[src/rtl/core/dpd_pkg.sv]
// Package for the deviation persistence detector: register indexes, op codes,
// direction codes and default widths. No dependencies.
package dpd_pkg;

  localparam int VALUE_WIDTH_DEFAULT = 16;
  localparam int FIELD_WIDTH         = 16;
  localparam int CFG_INDEX_WIDTH     = 3;
  localparam int DIR_WIDTH           = 2;

  localparam logic [CFG_INDEX_WIDTH-1:0] REG_BASE_VALUE       = 3'd0;
  localparam logic [CFG_INDEX_WIDTH-1:0] REG_NORMAL_MARGIN    = 3'd1;
  localparam logic [CFG_INDEX_WIDTH-1:0] REG_IMMEDIATE_MARGIN = 3'd2;
  localparam logic [CFG_INDEX_WIDTH-1:0] REG_DIRECTION_MODE   = 3'd3;
  localparam logic [CFG_INDEX_WIDTH-1:0] REG_RETREAT_ENABLE   = 3'd4;
  localparam logic [CFG_INDEX_WIDTH-1:0] REG_LOAD_COUNT       = 3'd5;
  localparam logic [CFG_INDEX_WIDTH-1:0] REG_REPEAT_INTERVAL  = 3'd6;

  localparam logic OP_CHECK  = 1'b0;
  localparam logic OP_RELOAD = 1'b1;

  localparam logic [DIR_WIDTH-1:0] DIR_BOTH = 2'd0;
  localparam logic [DIR_WIDTH-1:0] DIR_UP   = 2'd1;
  localparam logic [DIR_WIDTH-1:0] DIR_DOWN = 2'd2;
  localparam logic [DIR_WIDTH-1:0] DIR_NONE = 2'd3;

  typedef struct packed {
    logic [DIR_WIDTH-1:0] direction_mode;
    logic                 retreat_enable;
  } dpd_mode_t;

endpackage

[src/rtl/core/deviation_persistence_detector.sv]
// Top level of the deviation persistence detector: channels, configuration
// registers, input and result registers. Depends on dpd_pkg and dpd_eval.
//
// Usage:
//   Input items arrive on s_tvalid/s_tready with the sample in s_tdata and the
//   op in s_tuser (0 check sample, 1 reload counter from load value).
//   Each item gives exactly one result on m_tvalid/m_tready, detected in
//   m_tdata bit 0 (bit 0 is always 0 for a reload item).
//   Configuration registers are written through cfg_valid/cfg_ready with
//   cfg_index and cfg_data; cfg_ready is always high. Write only while idle.
//   Writing load_count also sets the persistence counter.
// Timing:
//   An item is registered in the input register, is evaluated and lands in the
//   result register, from which its result can be taken.
//   One item per cycle is sustained while m_tready stays high; the counter update is a single compare,
//   subtract and select between the two registers.
// Reset and stall:
//   rst clears all configuration registers, the counter and both valid flags.
//   While m_tready is low the result holds and the input register fills; then
//   s_tready drops until the result is taken.
module deviation_persistence_detector #(
  parameter int VALUE_WIDTH = dpd_pkg::VALUE_WIDTH_DEFAULT
) (
  input  logic                                   clk,
  input  logic                                   rst,
  input  logic                                   s_tvalid,
  output logic                                   s_tready,
  // [VALUE_WIDTH-1:0] sample_value, zero padding above
  input  logic [((VALUE_WIDTH+7)/8)*8-1:0]       s_tdata,
  // [0] op
  input  logic [0:0]                             s_tuser,
  output logic                                   m_tvalid,
  input  logic                                   m_tready,
  // [0] detected, zero padding above
  output logic [7:0]                             m_tdata,
  input  logic                                   cfg_valid,
  output logic                                   cfg_ready,
  input  logic [dpd_pkg::CFG_INDEX_WIDTH-1:0]    cfg_index,
  input  logic [VALUE_WIDTH-1:0]                 cfg_data
);

  localparam int EFF_WIDTH = (VALUE_WIDTH < dpd_pkg::FIELD_WIDTH) ?
                             VALUE_WIDTH : dpd_pkg::FIELD_WIDTH;
  localparam logic [VALUE_WIDTH-1:0] VALUE_MASK =
    {VALUE_WIDTH{1'b1}} >> (VALUE_WIDTH - EFF_WIDTH);

  logic [VALUE_WIDTH-1:0] base_value;
  logic [VALUE_WIDTH-1:0] normal_margin;
  logic [VALUE_WIDTH-1:0] immediate_margin;
  dpd_pkg::dpd_mode_t     mode;
  logic [VALUE_WIDTH-1:0] load_count;
  logic [VALUE_WIDTH-1:0] repeat_interval;
  logic [VALUE_WIDTH-1:0] persist_count;
  logic [VALUE_WIDTH-1:0] persist_count_next;

  logic                   in_valid;
  logic                   in_op;
  logic [VALUE_WIDTH-1:0] in_sample;
  logic                   out_valid;
  logic                   out_detected;
  logic                   detected_next;
  logic                   advance;
  logic [VALUE_WIDTH-1:0] cfg_value;

  assign advance   = in_valid && (!out_valid || m_tready);
  assign s_tready  = !in_valid || advance;
  assign cfg_ready = 1'b1;
  assign cfg_value = cfg_data & VALUE_MASK;
  assign m_tvalid  = out_valid;
  assign m_tdata   = {7'd0, out_detected};

  dpd_eval #(
    .VALUE_WIDTH(VALUE_WIDTH)
  ) u_eval (
    .op                 (in_op),
    .sample_value       (in_sample),
    .base_value         (base_value),
    .normal_margin      (normal_margin),
    .immediate_margin   (immediate_margin),
    .mode               (mode),
    .load_count         (load_count),
    .repeat_interval    (repeat_interval),
    .persist_count      (persist_count),
    .persist_count_next (persist_count_next),
    .detected           (detected_next)
  );

  // Input register
  always_ff @(posedge clk) begin
    if (rst) begin
      in_valid <= 1'b0;
    end else if (s_tready) begin
      in_valid <= s_tvalid;
    end
  end

  always_ff @(posedge clk) begin
    if (s_tvalid && s_tready) begin
      in_op     <= s_tuser[0];
      in_sample <= s_tdata[VALUE_WIDTH-1:0] & VALUE_MASK;
    end
  end

  // Result register
  always_ff @(posedge clk) begin
    if (rst) begin
      out_valid <= 1'b0;
    end else if (advance) begin
      out_valid <= 1'b1;
    end else if (m_tready) begin
      out_valid <= 1'b0;
    end
  end

  always_ff @(posedge clk) begin
    if (advance) begin
      out_detected <= detected_next;
    end
  end

  // Configuration registers and persistence counter
  always_ff @(posedge clk) begin
    if (rst) begin
      base_value       <= '0;
      normal_margin    <= '0;
      immediate_margin <= '0;
      mode             <= '0;
      load_count       <= '0;
      repeat_interval  <= '0;
      persist_count    <= '0;
    end else begin
      if (advance) begin
        persist_count <= persist_count_next;
      end
      if (cfg_valid) begin
        case (cfg_index)
          dpd_pkg::REG_BASE_VALUE:       base_value       <= cfg_value;
          dpd_pkg::REG_NORMAL_MARGIN:    normal_margin    <= cfg_value;
          dpd_pkg::REG_IMMEDIATE_MARGIN: immediate_margin <= cfg_value;
          dpd_pkg::REG_DIRECTION_MODE: begin
            mode.direction_mode <= cfg_data[dpd_pkg::DIR_WIDTH-1:0];
          end
          dpd_pkg::REG_RETREAT_ENABLE: begin
            mode.retreat_enable <= cfg_data[0];
          end
          dpd_pkg::REG_LOAD_COUNT: begin
            load_count    <= cfg_value;
            persist_count <= cfg_value;
          end
          dpd_pkg::REG_REPEAT_INTERVAL:  repeat_interval  <= cfg_value;
          default: ;
        endcase
      end
    end
  end

endmodule

[src/rtl/core/dpd_eval.sv]
// Per-item decision logic: deviation checks and persistence counter update.
// Depends on dpd_pkg.
module dpd_eval #(
  parameter int VALUE_WIDTH = dpd_pkg::VALUE_WIDTH_DEFAULT
) (
  input  logic                   op,
  input  logic [VALUE_WIDTH-1:0] sample_value,
  input  logic [VALUE_WIDTH-1:0] base_value,
  input  logic [VALUE_WIDTH-1:0] normal_margin,
  input  logic [VALUE_WIDTH-1:0] immediate_margin,
  input  dpd_pkg::dpd_mode_t     mode,
  input  logic [VALUE_WIDTH-1:0] load_count,
  input  logic [VALUE_WIDTH-1:0] repeat_interval,
  input  logic [VALUE_WIDTH-1:0] persist_count,
  output logic [VALUE_WIDTH-1:0] persist_count_next,
  output logic                   detected
);

  logic                   above;
  logic                   below;
  logic [VALUE_WIDTH-1:0] dist_up;
  logic [VALUE_WIDTH-1:0] dist_down;
  logic                   up_en;
  logic                   down_en;
  logic                   fast;
  logic                   slow;
  logic [VALUE_WIDTH-1:0] count_dec;

  assign above     = sample_value > base_value;
  assign below     = sample_value < base_value;
  assign dist_up   = sample_value - base_value;
  assign dist_down = base_value - sample_value;
  assign up_en     = mode.direction_mode inside {dpd_pkg::DIR_BOTH, dpd_pkg::DIR_UP};
  assign down_en   = mode.direction_mode inside {dpd_pkg::DIR_BOTH, dpd_pkg::DIR_DOWN};

  assign fast = (immediate_margin != '0) &&
                ((up_en && above && (dist_up >= immediate_margin)) ||
                 (down_en && below && (dist_down >= immediate_margin)));
  assign slow = (normal_margin != '0) &&
                ((up_en && above && (dist_up >= normal_margin)) ||
                 (down_en && below && (dist_down >= normal_margin)));

  assign count_dec = persist_count - VALUE_WIDTH'(1);

  always_comb begin
    persist_count_next = persist_count;
    detected           = 1'b0;
    if (op == dpd_pkg::OP_RELOAD) begin
      persist_count_next = load_count;
    end else if (fast) begin
      if (repeat_interval != '0) begin
        persist_count_next = repeat_interval;
      end
      detected = 1'b1;
    end else if (slow) begin
      if (persist_count != '0) begin
        if (count_dec == '0) begin
          persist_count_next = repeat_interval;
          detected           = 1'b1;
        end else begin
          persist_count_next = count_dec;
        end
      end
    end else if (mode.retreat_enable) begin
      persist_count_next = load_count;
    end
  end

endmodule

[config.mk]
export PLATFORM = sky130hd
export DESIGN_NAME = deviation_persistence_detector
export DESIGN_NICKNAME = d
export VERILOG_FILES = /design/src/rtl/core/dpd_pkg.sv /design/src/rtl/core/deviation_persistence_detector.sv /design/src/rtl/core/dpd_eval.sv
export SDC_FILE = /design/constraint.sdc
export NUM_CORES = 1
export LEC_CHECK = 0
export ABC_AREA = 1
export BUFFER_PORTS_ARGS = -buffer_cell sky130_fd_sc_hd__buf_4
export CORE_MARGIN = 2
export CORE_UTILIZATION = 45
export CTS_BUF_LIST = sky130_fd_sc_hd__clkbuf_4 sky130_fd_sc_hd__clkbuf_8 sky130_fd_sc_hd__clkbuf_16
export DETAILED_ROUTE_END_ITERATION = 8
export PLACE_DENSITY_LB_ADDON = 0.25
export RECOVER_POWER = 100
export REMOVE_ABC_BUFFERS = 1
export SYNTH_ARGS = -nofsm -noshare
export SYNTH_HDL_FRONTEND = slang
export SYNTH_SLANG_ARGS = --single-unit
[constraint.sdc]
create_clock -name clk -period 3.55 [get_ports clk]
set_input_delay 0.355 -clock clk [delete_from_list [all_inputs] [get_ports clk]]
set_output_delay 0.355 -clock clk [all_outputs]
set_load 0.02 [all_outputs]
======== After elaboration in Yosys (flattened, before gate mapping) ========
Cells that the tools add are included.
storage, ports and cells
  register bits ........................... 119
  bits of input ports ..................... 41
  output and inout port bits .............. 11
  logic and storage cells ................. 79
operators by class
  add/subtract/negate cells ............... 3
  order comparisons ....................... 6
  eq/ne operators ......................... 8
  multiplexer cells ....................... 16
  reductions and logical operators ........ 33
operators with widths
  operator                 count
  $mux W16                 10
  $ge A16 B16 Y1           4
  $reduce_bool A16 Y1      4
  $sub A16 B16 Y16         2
  $gt A16 B16 Y1           1
  $logic_not A16 Y1        1
  $lt A16 B16 Y1           1
  $sub A16 B1 Y16 const B  1
  $reduce_and A2 Y1        7
  $logic_and A1 B1 Y1      10
  $eq A3 B3 Y1 const B     3
  $eq A3 B2 Y1 const B     2
  $mux W1                  6
  $reduce_bool A2 Y1       3
  $logic_or A1 B1 Y1       4
  $eq A3 B1 Y1 const B     1
  $logic_not A3 Y1         1
  $eq A2 B1 Y1 const B     1
  $eq A2 B2 Y1 const B     1
  $logic_not A1 Y1         2
  $logic_not A2 Y1         1

======== Logic depth before layout (Yosys ltp) ========
Gate-level depths: netlist of the first run.
  depth after elaboration ................. 12
  gate-level depth with buffers ........... 30
  gate-level depth less buffers ........... 28

======== Hierarchy ========
From an unflattened synthesis of the first run, not the netlist that was laid out.
unflattened totals
  cells, all modules ...................... 1457
  area, all modules ....................... 9565.4 um2
modules (own cells, without submodules)
  module                          instances  cells each  area each (um2)  sequential area each (um2)
  dpd_eval                        1          925         5165.0           0.0
  deviation_persistence_detector  1          532         4400.5           2562.5

======== Worst setup path before layout of the first run ========
Ideal clock, no wire load.
  kind .................................... register to register
  start point ............................. register in_sample[0]
  end point ............................... register persist_count[8]
  setup time .............................. 138 ps
  arrival ................................. 3306 ps
  required time ........................... 3412 ps
  slack ................................... 106 ps
  cell stages (with the launch flop) ...... 27
  path buffers ............................ 1
  period minus slack after synthesis ...... 3444 ps
  cells stage by stage .................... edfxtp_1 inv_1 ha_1 inv_1 fa_1 nand2_1 o2111ai_1 a221oi_1 xor2_1 inv_1 ha_1 nand2_1 inv_1 nand3_1 nor3_1 nand3_1 nand3_1 nand2_1 nand2_1 nand2_1 buf_2 o21ai_0 inv_1 nand2_1 nand2_1 nand2_1 a21oi_2
on the way
  longest elaborated chain between the ends .. 11
  elaborated cells between the ends (all ways) .. 24
  those cells by class .................... add/sub: 2; order compare: 6; mux: 6; reduce/logical: 10
RTL lines
  item                                            line                                   source
  start, declared                                 deviation_persistence_detector.sv:58   logic [VALUE_WIDTH-1:0] in_sample;
  start signal, assigned                          deviation_persistence_detector.sv:100  in_sample <= s_tdata[VALUE_WIDTH-1:0] & VALUE_MASK;
  $sub A16 B16 Y16, or another cell as far along  dpd_eval.sv:31                         assign dist_up = sample_value - base_value;
  $ge A16 B16 Y1, or another cell as far along    dpd_eval.sv:40                         ((up_en && above && (dist_up >= normal_margin)) ||
  $logic_and A1 B1 Y1, on equally long branches   dpd_eval.sv:40, dpd_eval.sv:41
  $logic_or A1 B1 Y1                              dpd_eval.sv:40
  $logic_and A1 B1 Y1                             dpd_eval.sv:39                         assign slow = (normal_margin != '0) &&
  $mux W16                                        dpd_eval.sv:55                         end else if (slow) begin
  $mux W16 *                                      dpd_eval.sv:50                         end else if (fast) begin
  $mux W16 *                                      dpd_eval.sv:48                         if (op == dpd_pkg::OP_RELOAD) begin
  $mux W16 *                                      deviation_persistence_detector.sv:132  if (advance) begin
  $mux W16                                        deviation_persistence_detector.sv:136  case (cfg_index)
  $mux W16 *                                      deviation_persistence_detector.sv:135  if (cfg_valid) begin
  end signal, assigned                            deviation_persistence_detector.sv:133  persist_count <= persist_count_next;
  end signal, assigned                            deviation_persistence_detector.sv:148  persist_count <= cfg_value;
  end, declared                                   deviation_persistence_detector.sv:53   logic [VALUE_WIDTH-1:0] persist_count;
Every way passes the cells marked *; elsewhere a longest branch is shown, timed or not.
A chain may end at the register's enable or synchronous reset.

======== Worst setup path in the final report of the first run ========
  start point ............................. register in_sample[2]
  end point ............................... register persist_count[4]
The elaborated chain is that of the path after synthesis.

==> flow_summary.toml, run 1 <==
[power]
power_leakage_uw = 0.00546
p_per_area_mw_per_mm2 = 430
ir_worst_vdd_v = 0.000363

[final_layout]
layout-drive-gt1-share_pct = 23.5
syn2layout_area_growth_pct = 27.9
antenna-diode-count = 0
final_nets = 1655
final_area_sq_mm = 0.0119

[critical_path]
critPathRequiredTime_ns = 3.84
r2r_start = "in_sample[2]"
r2r-end = "persist_count[4]"
cp-startpoint = "in_sample[2]"
cp.depth = 28
cp_max_fo = 8
endpoint = "persist_count[4]"
cp_top_family = "buffers and inverters"
startpoint_type = "flop"
cp_slowest_cell = "edfxtp_1"
end_kind = "flop"
cp_num_buf_inv = 8
r2r_setup_slack_ns = -0.26
arrival_ns = 4.10
critPathMostFrequentCell = "nand2_1"
crit_type = "flop to flop"
slowest_delay_ns = 0.44
rr_worst_depth = 28

[global_routing]
antenna_found_initial = 0
grt.total_usage_pct = 24.9
first_global_vias = 9063
grt_max_degree = 40
grt_pass1_wl_um = 44000
grt_overflow = 0

[clock_network]
cts_max_level = 4
cts_inserted_buffers = 17
cts.reportedPaths.clkPinSlew_ns = 0.06
root_buffer = "clkbuf_16"
tritoncts = "built"
worstSkewPairLatency_ns = 0.42
clockBufferDepth = 2
cts_hold_buf = 0
cts_sinks = 119

[placement]
placed_cell_area_sq_mm = 0.0107
hpwl_um = 19700
gp_congestion = 0.935
numPortBuffers = 43

[synth]
synth_cell_types = 45
avgSynthCellArea_sq_um = 6.78
syn_inst = 1373
synth.yosys.seq_area_share_pct = 27.5
ys_ff_latch = 119
syn_area_sq_mm = 0.00931
ys_warn_count = 0

[sta]
setup_viol = 17
timing.fmax_mhz = 263
hold_viol = 0
fin_crit_sh_pct = 107
slew_headroom_pct = 25.9
grt_setup_unrepaired = "true"
hold-worst-slack_ns = 0.127
period_minus_slack_ns = 3.81
fin_ws_ns = -0.257
worst_pin_slew_ns = 1.11
fin_skew_ns = 0.0111
finalMaxSlewViolations = 0

[routing]
drt_pass1_iterations = 5
viasPerCell = 5.18
antenna_left = 0
drc = 0
wirelength_um = 27600
wire_per_inst_um = 15.3
vias = 9319
drt_iter0_drc = 529

[floorplan]
core.rowCount = 52
start_util_pct = 46.0
pin_count = 52
die-area_sq_mm = 0.0218
core_sq_mm = 0.0202
die_w_um = 148
die_h_um = 148

[status]
status = "complete, but fails checks"
violations = "negative setup slack"

[run]
timing.max_cap.violations = 0

[min_path]
hp-class = "primary input to flop"
-- synth_stat cells --
library cell / number / area share, %
a31oi_1: 3 / 0.20
nor2_8: 3 / 0.65
o21ai_0: 38 / 2.0
a221oi_1: 1 / 0.094
buf_6: 2 / 0.24
inv_1: 180 / 7.3
a21oi_1: 135 / 7.3
clkbuf_1: 36 / 1.5
clkbuf_2: 3 / 0.16
o21bai_1: 6 / 0.48
nand3_1: 60 / 3.2
o221ai_1: 3 / 0.28
o21a_1: 7 / 0.56
nand2_4: 1 / 0.12
edfxtp_1: 18 / 5.8
nor2_1: 119 / 4.8
fa_1: 2 / 0.43
nor4_1: 12 / 0.81
nand3_2: 9 / 0.97
xnor2_1: 8 / 0.75
nor3_4: 1 / 0.17
or2_2: 10 / 0.67
and2_1: 1 / 0.067
nor3_1: 5 / 0.27
nor2_4: 2 / 0.24
buf_4: 9 / 0.73
conb_1: 2 / 0.081
o2111ai_1: 5 / 0.47
xor2_1: 22 / 2.1
clkinv_2: 1 / 0.054
o21ai_1: 13 / 0.70
nor2_2: 8 / 0.54
buf_12: 1 / 0.22
a21boi_0: 1 / 0.081
nand2_1: 346 / 14
clkinv_1: 1 / 0.040
buf_2: 14 / 0.75
ha_1: 95 / 13
a21o_1: 4 / 0.32
nand2_2: 11 / 0.74
a21oi_2: 10 / 0.94
a211oi_1: 48 / 3.9
dfxtp_1: 101 / 22
nand4_1: 10 / 0.67
inv_2: 6 / 0.24
-- layout make-up --
type / count / area [sq um]
clock buffer: 20 / 454
inverter: 188 / 711
sequential: 119 / 2560
fill: 1930 / 8330
timing repair buffer: 184 / 1520
clock inverter: 12 / 77.6
tap: 270 / 338
multi-input combinational: 1007 / 6240
-- kinds of logic (layout without fill, tap and decap cells) --
family | count (synthesis) | in the layout | share of synthesized area [%]
buffers and inverters | 253 | 404 | 11.1
DFF | 119 | 119 | 27.5
other | 2 | 8 | 0.0807
and+or+nand+nor | 598 | 598 | 27.9
xor gates and xnor gates | 30 | 30 | 2.82
adders and majority gates | 97 | 97 | 13.2
AOI/OAI and AO/OA | 274 | 274 | 17.3
-- metal layers --
| layer | track usage [%] | wire (um) | up-vias |
|---|---|---|---|
| li1 | - | - | 4767 |
| met1 | 30.7 | 12100 | 4258 |
| met2 | 45.0 | 13700 | 237 |
| met3 | 3.92 | 1050 | 57 |
| met4 | 7.19 | 792 | 0 |
| met5 | 0 | 0 | - |
-- worst reg2reg max path, delay by kind of cell, from the launching register on --
kind,cells,cell delay [ns]
fa+ha+maj,2,0.61
simple gates,11,0.83
compound gates,6,0.69
xor+xnor,1,0.11
buf+inv,8,1.00
flops,1,0.44
-- report_power, final --
| group | total, uW | internal [uW] | switching (uW) |
|---|---|---|---|
| combinational | 2030 | 872 | 1160 |
| clock | 1600 | 922 | 683 |
| sequential | 1480 | 1430 | 49.5 |
| total | 5120 | 3220 | 1890 |
-- worst min-delay path by stage --
stage	end	startpoint	cells after the start
floorplan	persist_count[10]	rst	1
detailed placement	load_count[2]	load_count[2]	2
global route	in_sample[0]	s_tdata[0]	1
finish	in_sample[15]	s_tdata[15]	1
CTS	in_sample[11]	s_tdata[11]	1
global placement	load_count[2]	load_count[2]	2
-- through the flow --
step	setup WS [ns]	util, %	power, uW	instances	setup TNS, ns
after detailed placement	-0.504	52.7	3160	1756	-7.70
after global placement	-0.441	52.7	3130	1756	-6.71
after floorplan	-0.172	-	2580	1314	-2.44
final	-0.257	58.8	5120	1800	-3.73
after global routing	-0.473	58.8	5410	1800	-7.39
after CTS	-0.151	57.4	4960	1796	-2.03
-- state kept, by name, indices dropped and copies added, names as in the netlist, 3 cells and up --
signal / count
in_sample: 16
load_count: 16
base_value: 16
repeat_interval: 16
normal_margin: 16
persist_count: 16
mode: 3
immediate_margin: 16
-- cell usage in the layout (no fill, tap or decap), drive strengths merged, types with 8 or more instances in the layout --
cell type / Yosys / final
nand2: 358 / 358
inv: 186 / 189
buf: 26 / 158
a21oi: 145 / 145
nor2: 132 / 132
dfxtp: 101 / 101
ha: 95 / 95
nand3: 69 / 69
o21ai: 51 / 51
a211oi: 48 / 48
clkbuf: 39 / 46
xor2: 22 / 22
edfxtp: 18 / 18
nor4: 12 / 12
nand4: 10 / 10
or2: 10 / 10
xnor2: 8 / 8
conb: 2 / 8
clkinv: 2 / 8
-- timing repair --
| item | CTS | global route |
|---|---|---|
| resized for setup | 72 | 52 |
| gates cloned | 2 | 3 |
| endpoints found under the setup margin | 17 | 17 |
| pin swaps | 19 | 17 |
| buffers inserted | 6 | 1 |
| hold endpoints to repair | 0 | 0 |
No activity file was read; power rests on OpenSTA's default activity.
==> inputs of run 2 (changes only) <==
==> constraint.sdc (replaced) <==
create_clock -name clk -period 3.55 [get_ports clk]
set_input_delay 0.71 -clock clk [delete_from_list [all_inputs] [get_ports clk]]
set_output_delay 0.71 -clock clk [all_outputs]
set_load 0.02 [all_outputs]
==> flow_summary.toml, run 2 (synthesized netlist as in run 1, its figures left out) <==
[sta]
fin_crit_sh_pct = 107
setup_viol = 17
grt_setup_unrepaired = "true"
period_minus_slack_ns = 3.81
finalMaxSlewViolations = 0
fin_skew_ns = 0.00751
fin_setup_tns_ns = -3.45
worst_pin_slew_ns = 1.17
timing.fmax_mhz = 263
hold_viol = 0
slew_headroom_pct = 22.1
fin_ws_ns = -0.256

[floorplan]
pin_count = 52
die-area_sq_mm = 0.0218
die_w_um = 148
core.rowCount = 52
die_h_um = 148
start_util_pct = 46.0
core_sq_mm = 0.0202

[clock_network]
cts_max_level = 4
cts_sinks = 119
cts_inserted_buffers = 17
cts_hold_buf = 0
root_buffer = "clkbuf_16"
cts.reportedPaths.clkPinSlew_ns = 0.06
worstSkewPairLatency_ns = 0.43
tritoncts = "built"
clockBufferDepth = 2

[critical_path]
critPathRequiredTime_ns = 3.91
end_kind = "flop"
r2r_setup_slack_ns = -0.26
r2r_start = "in_sample[2]"
r2r-end = "persist_count[4]"
cp_max_fo = 8
endpoint = "persist_count[4]"
rr_worst_depth = 27
startpoint_type = "flop"
arrival_ns = 4.17
crit_type = "flop to flop"
cp-startpoint = "in_sample[2]"

[final_layout]
final_common_cell = "nand2_1"
post-route-util_pct = 59.5
layout-drive-gt1-share_pct = 23.5
antenna-diode-count = 0
syn2layout_area_growth_pct = 29.3
fin_cells = 1800
layout_common_cells = "325 x nand2_1, 172 x inv_1, 148 x buf_4"
final_area_sq_mm = 0.0120
final_nets = 1655

[routing]
antenna_left = 0
viasPerCell = 5.28
drt_iter0_drc = 526
drt_pass1_iterations = 5
vias = 9498
wirelength_um = 27800
drc = 0
wire_per_inst_um = 15.5

[min_path]
worstHoldStart = "s_tdata[0]"
hp-class = "primary input to flop"

[placement]
hpwl_um = 19700
dp.cells = 1753
numPortBuffers = 43
placed_cell_area_sq_mm = 0.0106
gp_congestion = 0.963

[global_routing]
grt_overflow = 0
grt_pass1_wl_um = 45000
antenna_found_initial = 0
grt.total_usage_pct = 25.8
first_global_vias = 9228
grt_max_degree = 60

[power]
ir_worst_vdd_v = 0.000333
power_leakage_uw = 0.00553
p_per_area_mw_per_mm2 = 446
p_total_uw = 5370

[status]
violations = "negative setup slack"
status = "complete, but fails checks"

[run]
timing.max_cap.violations = 0
-- run 2: cell types whose count changed in the layout (fill, tap and decap cells not counted), sizes merged --
| cell | before | now |
|---|---|---|
| bufinv | 0 | 2 |
| clkinvlp | 3 | 1 |
| bufbuf | 0 | 1 |
| inv | 189 | 188 |
| clkinv | 8 | 6 |
| buf | 158 | 156 |
| clkbuf | 46 | 50 |
-- run 2: per-stage QoR --
step / hold WS (ns) / setup slack (ns)
detailed placement: 0.467 / -0.457
CTS: 0.442 / -0.182
finish: 0.475 / -0.256
floorplan: 0.435 / -0.172
global route: 0.460 / -0.448
global placement: 0.458 / -0.397
-- run 2: worst min-delay path by stage --
stage,cells past startpoint,slack [ns],endpoint
6_report,1,0.48,in_sample[0]
5_1_grt,1,0.46,in_sample[0]
4_1_cts,1,0.44,in_sample[12]
3_5_place_dp,2,0.47,load_count[3]
3_3_place_gp,2,0.46,base_value[15]
2_1_floorplan,2,0.44,mode[1]
-- run 2: worst max-delay path: stages (launching register included) --
cell and delay, ns:
edfxtp_1 0.44, ha_4 0.30, a21oi_2 0.18, o21a_1 0.17
o221ai_1 0.12, buf_4 0.17, nand3_1 0.07, nand2_1 0.07
xnor2_1 0.19, inv_2 0.09, ha_4 0.25, a21oi_1 0.17
o21ai_0 0.17, a21oi_2 0.22, nand3_1 0.09, nand2_1 0.08
nand2_1 0.08, nand2_2 0.11, buf_12 0.16, buf_12 0.14
nand2_2 0.04, nand2_1 0.05, inv_1 0.03, nand2_1 0.05
nand2_1 0.04, nand2_1 0.05, nand2_1 0.06, a21oi_2 0.13
-- run 2: power breakdown --
part	switching, uW	internal, uW
sequential	51.0	1430
combinational	1160	871
clock	690	1170
total	1900	3470
-- run 2: repair_timing --
action,CTS,global route
setup buffers,6,4
resized for setup,81,42
endpoints found under the setup margin,17,17
pin swaps,32,37
cloned,2,3
-- run 2: final cells by class --
class | count | area (sq um)
clock buffer | 23 | 518
clock inverter | 9 | 111
fill | 1871 | 8200
inverter | 188 | 718
multi-input combinational | 1007 | 6280
sequential | 119 | 2560
tap | 270 | 338
timing repair buffer | 184 | 1510
-- run 2: routing by layer --
layer  share of wire [%]  GRT usage, %  vias up  routed length [um]
met4                 3.1          9.33        0                 867
met3                 4.4          4.38       65                1220
met1                  43          31.3     4404               12000
met2                  49          45.8      257               13700
met5                   0             0        -                   0
li1                    -             -     4772                   -
==> inputs of run 3 (changes only) <==
Settings changed: CORE_UTILIZATION 45 to 35, MAX_ROUTING_LAYER set to met4.
==> flow_summary.toml, run 3 (synthesized netlist as in run 1, its figures left out) <==
[status]
status = "complete, but fails checks"
violations = "negative setup slack"

[critical_path]
rr_worst_depth = 28
arrival_ns = 4.03
end_kind = "flop"
cp_max_fo = 8
cp_slowest_cell = "edfxtp_1"
crit_type = "flop to flop"
startpoint_type = "flop"
slowest_delay_ns = 0.44
r2r-end = "persist_count[8]"
critPathMostFrequentCell = "nand2_1"
r2r_start = "in_sample[3]"
critPathRequiredTime_ns = 3.84
r2r_setup_slack_ns = -0.18

[final_layout]
multiInputGateArea_sq_mm = 0.00624
layout_common_cells = "330 x nand2_1, 176 x inv_1, 164 x buf_4"
antenna-diode-count = 0
layout-drive-gt1-share_pct = 24.0
final_common_cell = "nand2_1"
final_nets = 1660
fillers = 2631
syn2layout_area_growth_pct = 29.5
regArea_sq_mm = 0.00256

[placement]
numPortBuffers = 43
gp_congestion = 0.913
hpwl_um = 20500

[power]
seqPwrFrac_pct = 28.2
comb_power_share_pct = 38.2
ir_worst_vdd_v = 0.000324
p_total_uw = 5260
p_per_area_mw_per_mm2 = 436
p_switching_uw = 1920
swShare_pct = 36.6
power.internal_uw = 3340
power_leakage_uw = 0.00551
p_clk_share_pct = 33.7

[global_routing]
use_met1_pct = 25.4
top_usage_layer = "met2"
grt_overflow = 0
first_global_vias = 9189
grt.total_usage_pct = 21.2
antenna_found_initial = 0
grt_max_degree = 64
grt_util_met2_pct = 35.8
grt_pass1_wl_um = 46100
met3_usage_pct = 3.45

[clock_network]
root_buffer = "clkbuf_16"
tritoncts = "built"
clockBufferDepth = 2
cts_hold_buf = 0
worstSkewPairLatency_ns = 0.44
cts_sinks = 119
cts_max_level = 4
cts_inserted_buffers = 17
cts.reportedPaths.clkPinSlew_ns = 0.07

[sta]
finalMaxSlewViolations = 0
worst_pin_slew_ns = 1.19
fin_crit_sh_pct = 105
fin_ws_ns = -0.182
slew_headroom_pct = 20.5
hold-worst-slack_ns = 0.470
fin_setup_tns_ns = -2.52
timing.fmax_mhz = 268
fin_skew_ns = 0.0123
grt_setup_unrepaired = "true"
setup_viol = 16
hold_viol = 0
period_minus_slack_ns = 3.73

[run]
timing.max_cap.violations = 0

[floorplan]
die_h_um = 167
die-area_sq_mm = 0.0279
die_w_um = 167
core_sq_mm = 0.0261
pin_count = 52
start_util_pct = 35.7
core.rowCount = 59

[min_path]
worstHoldStart = "s_tdata[1]"
min_path_cells = 1
hp-class = "primary input to flop"
hold_end = "in_sample[1]"

[routing]
wire_per_inst_um = 15.1
wirelength_um = 28300
drt_pass1_iterations = 5
drc = 0
drt_iter0_drc = 460
vias = 9278
viasPerCell = 4.96
antenna_left = 0
run 3: cell count changes in the layout (fill, tap and decap cells not counted), sizes merged:
cell and delta:
clkinv +2, bufbuf -1, buf +16, inv +2, clkbuf -13, bufinv -1
run 3: power groups by stage:
stage	logic [uW]	registers, uW	clock network (uW)
6_report	2010	1480	1770
5_1_grt	2230	1490	1860
3_3_place_gp	1640	1510	0
3_5_place_dp	1660	1510	0
4_1_cts	1920	1480	1800
2_1_floorplan	1080	1490	0
run 3: worst max-delay path: cells and delay by family, from the launching register on:
family	cells	cell delay, ns
xor+xnor	1	0.20
flops	1	0.44
fa+ha+maj	2	0.55
buf+inv	7	0.80
compound gates	5	0.58
simple gates	13	1.02
run 3: per-stage QoR:
stage	util [%]	area, sq um	std cells	setup WS (ns)
2_1_floorplan	-	9000	1314	-0.172
3_3_place_gp	41.2	10700	1824	-0.419
3_5_place_dp	41.2	10700	1824	-0.467
4_1_cts	45.4	11800	1868	-0.182
5_1_grt	46.3	12100	1870	-0.497
6_report	46.3	12100	1870	-0.182
run 3: worst max path at each step:
stage / start / endpoint / slack (ns)
2_1_floorplan: in_sample[0] / persist_count[10] / -0.17
3_3_place_gp: in_sample[0] / persist_count[7] / -0.42
3_5_place_dp: in_sample[0] / persist_count[10] / -0.47
6_report: in_sample[3] / persist_count[8] / -0.18
5_1_grt: in_sample[3] / persist_count[1] / -0.50
4_1_cts: in_sample[2] / persist_count[1] / -0.18
run 3: layout make-up:
cell class	count	area share [%]
multi-input cells	1007	51.8
flip-flops and latches	119	21.3
repair buffers	189	12.7
inverters	188	5.90
clock buffers	20	3.91
well taps	335	3.48
clock inverters	12	0.945
run 3: timing repair:
item,CTS,global route
pin swaps,14,20
buffers inserted,8,2
setup endpoints to repair,17,17
cloned,4,0
resized for setup,69,43
endpoints found under the hold margin,0,0
run 3: layer usage:
metal / wire length, um / part of all wire [%]
met5: 0 / 0
met4: 859 / 3.0
met3: 1080 / 3.8
met2: 13700 / 48
met1: 12700 / 45
